$ cat config.mk
export PLATFORM = sky130hd
export DESIGN_NAME = line_ending_converter
export DESIGN_NICKNAME = d
export VERILOG_FILES = /design/src/hdl/lec_pkg.sv /design/src/hdl/line_ending_converter.sv /design/src/hdl/lec_conv.sv /design/src/hdl/lec_ser.sv
export SDC_FILE = /design/constraint.sdc
export NUM_CORES = 1
export LEC_CHECK = 0
export BUFFER_PORTS_ARGS = -buffer_cell sky130_fd_sc_hd__buf_2
export CAP_MARGIN = 0
export CORE_MARGIN = 5
export CORE_UTILIZATION = 53
export CTS_CLUSTER_DIAMETER = 60
export DETAILED_ROUTE_END_ITERATION = 7
export MAX_ROUTING_LAYER = met4
export PLACE_DENSITY = 0.79
export SLEW_MARGIN = 15
export SYNTH_ARGS = -nofsm -noshare
export SYNTH_HDL_FRONTEND = slang
export SYNTH_HIERARCHICAL = 1
export SYNTH_SLANG_ARGS = --single-unit
export TNS_END_PERCENT = 10
$ cat constraint.sdc
create_clock -name clk_i -period 3.4 [get_ports clk_i]
set_clock_uncertainty 0.15 [all_clocks]
set_input_delay 0 -clock clk_i [delete_from_list [all_inputs] [get_ports clk_i]]
set_output_delay 0 -clock clk_i [all_outputs]
set_load 0.01 [all_outputs]
$ cat src/hdl/lec_pkg.sv
package lec_pkg;

  localparam logic [7:0] CharCr = 8'h0D;
  localparam logic [7:0] CharLf = 8'h0A;
  localparam logic [31:0] CountMax = 32'hFFFF_FFFF;

  typedef struct packed {
    logic [7:0] in_byte;
    logic       in_last;
  } in_item_t;

  typedef struct packed {
    logic [7:0]  out_byte;
    logic        out_last;
    logic [31:0] total_length;
  } out_item_t;

  // up to two converted bytes produced by one input item
  typedef struct packed {
    logic [1:0]  cnt;
    logic [7:0]  b0;
    logic [7:0]  b1;
    logic        last;
    logic [31:0] total;
  } pair_t;

endpackage

$ cat src/hdl/line_ending_converter.sv
// path: an accepted item goes into the pair register, and its first byte
//   moves into the output register when that one is free or not stalled
// throughput: one one-byte item per cycle while the output is not stalled;
//   the single-byte output register makes a two-byte item hold off the next
// reset: rst_ni is asynchronous and active low; it clears the pending cr,
//   the byte count, pair count and out valid, and sets crlf_mode to lf mode
module line_ending_converter (
  input  logic               clk_i,
  input  logic               rst_ni,
  // configuration: crlf_mode register
  input  logic               cfg_we_i,
  input  logic               cfg_data_i,
  // input channel
  input  logic               in_valid_i,
  output logic               in_stall_o,
  input  lec_pkg::in_item_t  in_item_i,
  // output channel
  output logic               out_valid_o,
  input  logic               out_stall_i,
  output lec_pkg::out_item_t out_item_o
);

  logic           crlf_mode_q;
  logic           take;
  logic           ready;
  lec_pkg::pair_t pair;

  // mode register, to be written only while the block is idle (not enforced)
  always_ff @(posedge clk_i or negedge rst_ni) begin
    if (!rst_ni) begin
      crlf_mode_q <= 1'b0;
    end else if (cfg_we_i) begin
      crlf_mode_q <= cfg_data_i;
    end
  end

  // an item is taken whenever the pair register is free or its last byte moves out now
  assign in_stall_o = !ready;
  assign take       = in_valid_i && ready;

  // conversion logic and stream state (held cr, previous cr, count)
  lec_conv u_conv (
    .clk_i      (clk_i),
    .rst_ni     (rst_ni),
    .crlf_mode_i(crlf_mode_q),
    .take_i     (take),
    .in_item_i  (in_item_i),
    .pair_o     (pair)
  );

  // pair register feeding the output register one byte at a time
  lec_ser u_ser (
    .clk_i      (clk_i),
    .rst_ni     (rst_ni),
    .load_i     (take),
    .pair_i     (pair),
    .out_stall_i(out_stall_i),
    .ready_o    (ready),
    .out_valid_o(out_valid_o),
    .out_item_o (out_item_o)
  );

endmodule

$ cat src/hdl/lec_conv.sv
module lec_conv (
  input  logic              clk_i,
  input  logic              rst_ni,
  input  logic              crlf_mode_i,
  input  logic              take_i,
  input  lec_pkg::in_item_t in_item_i,
  output lec_pkg::pair_t    pair_o
);

  logic        held_q, held_d;
  logic        prev_q, prev_d;
  logic [31:0] count_q, count_d;

  logic        is_cr, is_lf, pre_cr, emit_b;
  logic [32:0] sum;

  always_comb begin
    is_cr  = (in_item_i.in_byte == lec_pkg::CharCr);
    is_lf  = (in_item_i.in_byte == lec_pkg::CharLf);
    // crlf mode: flush a held cr, or insert one before a lone lf; lf mode: flush a held cr unless the byte is lf
    pre_cr = crlf_mode_i ? (held_q || (is_lf && !prev_q)) : (held_q && !is_lf);
    emit_b = crlf_mode_i || !(is_cr && !in_item_i.in_last);

    pair_o.cnt  = {1'b0, pre_cr} + {1'b0, emit_b};
    pair_o.b0   = pre_cr ? lec_pkg::CharCr : in_item_i.in_byte;
    pair_o.b1   = in_item_i.in_byte;
    pair_o.last = in_item_i.in_last;

    sum = {1'b0, count_q} + {31'd0, pair_o.cnt};
    pair_o.total = sum[32] ? lec_pkg::CountMax : sum[31:0];

    if (in_item_i.in_last) begin
      held_d  = 1'b0;
      prev_d  = 1'b0;
      count_d = '0;
    end else begin
      held_d  = !crlf_mode_i && is_cr;
      prev_d  = is_cr;
      count_d = pair_o.total;
    end
  end

  always_ff @(posedge clk_i or negedge rst_ni) begin
    if (!rst_ni) begin
      held_q  <= 1'b0;
      prev_q  <= 1'b0;
      count_q <= '0;
    end else if (take_i) begin
      held_q  <= held_d;
      prev_q  <= prev_d;
      count_q <= count_d;
    end
  end

endmodule

$ cat src/hdl/lec_ser.sv
module lec_ser (
  input  logic               clk_i,
  input  logic               rst_ni,
  input  logic               load_i,
  input  lec_pkg::pair_t     pair_i,
  input  logic               out_stall_i,
  output logic               ready_o,
  output logic               out_valid_o,
  output lec_pkg::out_item_t out_item_o
);

  logic [1:0]         p_cnt_q, p_cnt_d;
  logic [7:0]         p_b0_q, p_b1_q;
  logic               p_last_q;
  logic [31:0]        p_total_q;
  logic               o_valid_q, o_valid_d;
  lec_pkg::out_item_t o_item_q, o_item_d;
  logic               move, fin;

  always_comb begin
    move    = (p_cnt_q != 2'd0) && (!o_valid_q || !out_stall_i);
    ready_o = (p_cnt_q == 2'd0) || ((p_cnt_q == 2'd1) && move);
    fin     = p_last_q && (p_cnt_q == 2'd1);

    o_item_d.out_byte     = p_b0_q;
    o_item_d.out_last     = fin;
    o_item_d.total_length = fin ? p_total_q : '0;

    if (move) begin
      o_valid_d = 1'b1;
    end else if (!out_stall_i) begin
      o_valid_d = 1'b0;
    end else begin
      o_valid_d = o_valid_q;
    end

    if (load_i) begin
      p_cnt_d = pair_i.cnt;
    end else if (move) begin
      p_cnt_d = p_cnt_q - 2'd1;
    end else begin
      p_cnt_d = p_cnt_q;
    end
  end

  always_ff @(posedge clk_i or negedge rst_ni) begin
    if (!rst_ni) begin
      p_cnt_q   <= '0;
      o_valid_q <= 1'b0;
    end else begin
      p_cnt_q   <= p_cnt_d;
      o_valid_q <= o_valid_d;
    end
  end

  always_ff @(posedge clk_i) begin
    if (load_i) begin
      p_b0_q    <= pair_i.b0;
      p_b1_q    <= pair_i.b1;
      p_last_q  <= pair_i.last;
      p_total_q <= pair_i.total;
    end else if (move) begin
      p_b0_q <= p_b1_q;
    end
    if (move) begin
      o_item_q <= o_item_d;
    end
  end

  assign out_valid_o = o_valid_q;
  assign out_item_o  = o_item_q;

endmodule

==> run summary <==
status -> finished clean
Setup crit start -> in_item_i[4]
WS Path Type -> in -> reg
Die Wd -> 116 um
Slew Limit Fails -> 0
Hold Startpoint -> in_item_i[6]
1st-iter DRT viols -> 433
layout cell share with drive strength beyond 1 -> 28.6%
Yosys top cell area share -> 45.1%
Clock Sinks -> 128
Pint -> 3.66 mW
worst-path maximum fanout -> 4
clk buf depth -> 2
Cell Area, Synth -> 0.00599 sq mm
htree depth -> 4
num rows -> 38
R2R Setup Slk -> 170 ps
top post-synthesis cells by area -> edfxtp_1 (45%), dfrtp_1 (16%), and3_1 (4.9%)
Synth Flop Type -> edfxtp_1
post-route ant nets -> 0
port buffer count -> 57
Final min period -> 3240 ps
Psw -> 1.65 mW
initial antenna violation count -> 0
Placeable Area -> 0.0109 sq mm
power per cell area -> 723 mW/mm^2
Leak -> 3.18 nW
die height -> 116 um
Worst Path Required -> 3550 ps
P&R area growth vs syn -> 22.7%
Antenna Cells -> 0
final WL -> 14,200 um
nets -> 606
WL met1 -> 5910 um
metal3 WL -> 1050 um
CTS root buffer -> clkbuf_16
WL/cell -> 19.2 um
final setup margin -> 164 ps
worst skew pair latency -> 410 ps
endpoints failing setup -> 0
Reg power frac -> 44.7%
Top Layer Used -> met4
CTS tree -> done
critical path capture point type -> register
Largest stage delay, worst path -> 550 ps
TritonCTS Buffers -> 17
CP Cell Sequence -> dlygate4sd3_1 -> buf_2 -> nand4_1 -> nor2_1 -> o22a_1 -> ha_4 -> ha_1 -> inv_1 -> fa_2 -> buf_4 -> and4b_1 -> nand4_1 -> buf_4 -> nor3_1 -> buf_4 -> a21oi_1 -> nor3_1
DIE AREA -> 0.0135 sq mm
register area share after synthesis -> 61.0%
Initial Utilization -> 54.8%
period utilization -> 95.2%
EDFF count, synth -> 90
clock-pin slew on the worst setup and hold paths -> 60 ps
Worst EP arrival -> 3390 ps
vias per cell -> 5.96
Max-slew headroom -> 39.7%
power share of the clock group -> 32.8%
pre-CTS setup slack -> -226 ps
Setup crit start kind -> input pin
cells after synthesis -> 484
Max VDD drop -> 0.000548 V
Ports -> 58
Placed Cells incl. Taps -> 688
Yosys reg bits -> 128
Slew @ Worst Pin -> 904 ps
largest area contributor in the netlist -> edfxtp_1
residual DRC count -> 0
utilization after layout -> 67.2%
total grt overflow -> 0
crit path max-delay cell type -> dlygate4sd3_1
vias in the first global route -> 4,264
met2 wire len -> 7050 um
Hold WC Path Type -> in -> reg
post-route insts no fill -> 738
count of yosys warnings during synthesis -> 6
hpwl dp -> 9080 um
fmax -> 309 MHz
crit-path most repeated cell -> buf_4
first-pass GRT wire length -> 22,600 um
Synth async-reset ratio -> 29.7%
global placer's final weighted congestion -> 0.864
RSZ-0062 raised after global routing -> no
syn nets -> 505
Switching Share -> 31.1%
r2r startpoint -> crlf_mode_q$_DFFE_PN0P_
GRT Overall Usage -> 22.6%
Yosys cell types -> 58
synthesized area per cell -> 12.4 sq um
most frequent cells in the layout -> edfxtp_1 (90), buf_2 (57), and3_1 (47)
vias post-DR -> 4,398
DRT Pass-1 Iters -> 5
max-cap viol count -> 0
Gate power share -> 22.5%
commonest non-fill, non-tap cell in the layout -> edfxtp_1
largest net degree at the start of global routing -> 43
Fin. Hold Viols -> 0
[critical path: cells and delay by family]
kind / cells / cell delay (ps)
buffers and inverters: 6 / 1280
adder cells (fa/ha/maj): 3 / 810
AND/OR/NAND/NOR: 6 / 1010
AO/OA/AOI/OAI: 2 / 300
[routing by layer]
metal	global-route usage [%]	vias up
met3	4.51	15
met5	-	-
met1	29.9	2146
met4	6.42	0
met2	35.8	220
li1	-	2017
[Yosys cell counts, drive strengths merged, types with 3 or more instances]
cell type  instances
a21o               4
buf               21
a211oi             3
a21oi             29
o21ai             15
dfrtp             38
clkbuf            15
a311oi             8
nand3             11
and3              47
nand2             38
and4              14
edfxtp            90
nor3              17
nand4              9
a31oi              8
nand2b             3
or2                5
nor4               5
ha                 5
xnor2             16
inv               11
mux2              10
nor2              20
nor2b              7
and2               7
a41o               3
[power by group through the flow]
| stage | Combinational (mW) | Sequential [mW] | Clock, mW |
|---|---|---|---|
| floorplan | 0.600 | 2.48 | 0 |
| global placement | 1.12 | 2.37 | 0 |
| detailed placement | 1.16 | 2.39 | 0 |
| CTS | 1.19 | 2.38 | 1.76 |
| global route | 1.28 | 2.41 | 1.86 |
| finish | 1.20 | 2.37 | 1.74 |
[repair_timing]
| action | in CTS | in global routing |
|---|---|---|
| setup buffers | 0 | 3 |
| hold buffers | 15 | 0 |
| endpoints found under the hold margin | 61 | 0 |
| endpoints found under the setup margin | 0 | 22 |
| gates resized for setup | 0 | 3 |
[final timing paths]
check	end	cells after the start
worst max register to register	u_conv/count_q[20]$_DFFE_PN0P_	13
min in group asynchronous	u_conv/count_q[6]$_DFFE_PN0P_	2
worst min-delay path	u_ser/p_b0_q[5]$_DFFE_PP_	4
worst max-delay path	u_conv/count_q[20]$_DFFE_PN0P_	17
max in group asynchronous	u_conv/count_q[28]$_DFFE_PN0P_	2
worst min register to register	u_ser/out_item_o[36]$_DFFE_PP_	0
[layout make-up]
| class | count | area [sq um] |
|---|---|---|
| clock buffers | 17 | 425 |
| clock inverters | 15 | 153 |
| fillers | 766 | 3590 |
| inverters | 11 | 41.3 |
| multi-input cells | 309 | 2120 |
| flip-flops and latches | 128 | 3650 |
| well taps | 140 | 175 |
| repair buffers | 118 | 781 |
[state kept, by name, indices dropped and copies added (netlist names)]
register,count
u_conv/held_q,1
u_conv/count_q,32
u_ser/p_last_q,1
u_ser/p_cnt_q,2
u_ser/p_total_q,32
u_conv/prev_q,1
u_ser/p_b0_q,8
u_ser/p_b1_q,8
u_ser/out_item_o,41
u_ser/out_valid_o,1
crlf_mode_q,1
[kinds of logic (layout without fill, tap and decap cells)]
family / Yosys count / count (layout) / share of synthesized area (%)
AND/OR/NAND/NOR: 190 / 190 / 18.7
flip-flops: 128 / 128 / 61.0
AO/OA/AOI/OAI: 85 / 85 / 10.3
buffers and inverters: 47 / 161 / 4.07
XOR/XNOR: 18 / 18 / 2.63
multiplexers: 10 / 10 / 1.94
adder cells (fa/ha/maj): 6 / 6 / 1.38
[stage by stage]
stage / TNS (ps) / area, sq um / hold slack, ps / power (mW)
global route: 0 / 7350 / 25.7 / 5.55
floorplan: 0 / 5990 / -446 / 3.08
global placement: -1090 / 6580 / 29.3 / 3.49
CTS: 0 / 7310 / 11.6 / 5.33
finish: 0 / 7350 / 28.1 / 5.31
detailed placement: -3270 / 6580 / 27.4 / 3.55
Power figures use the tool's default switching activity.
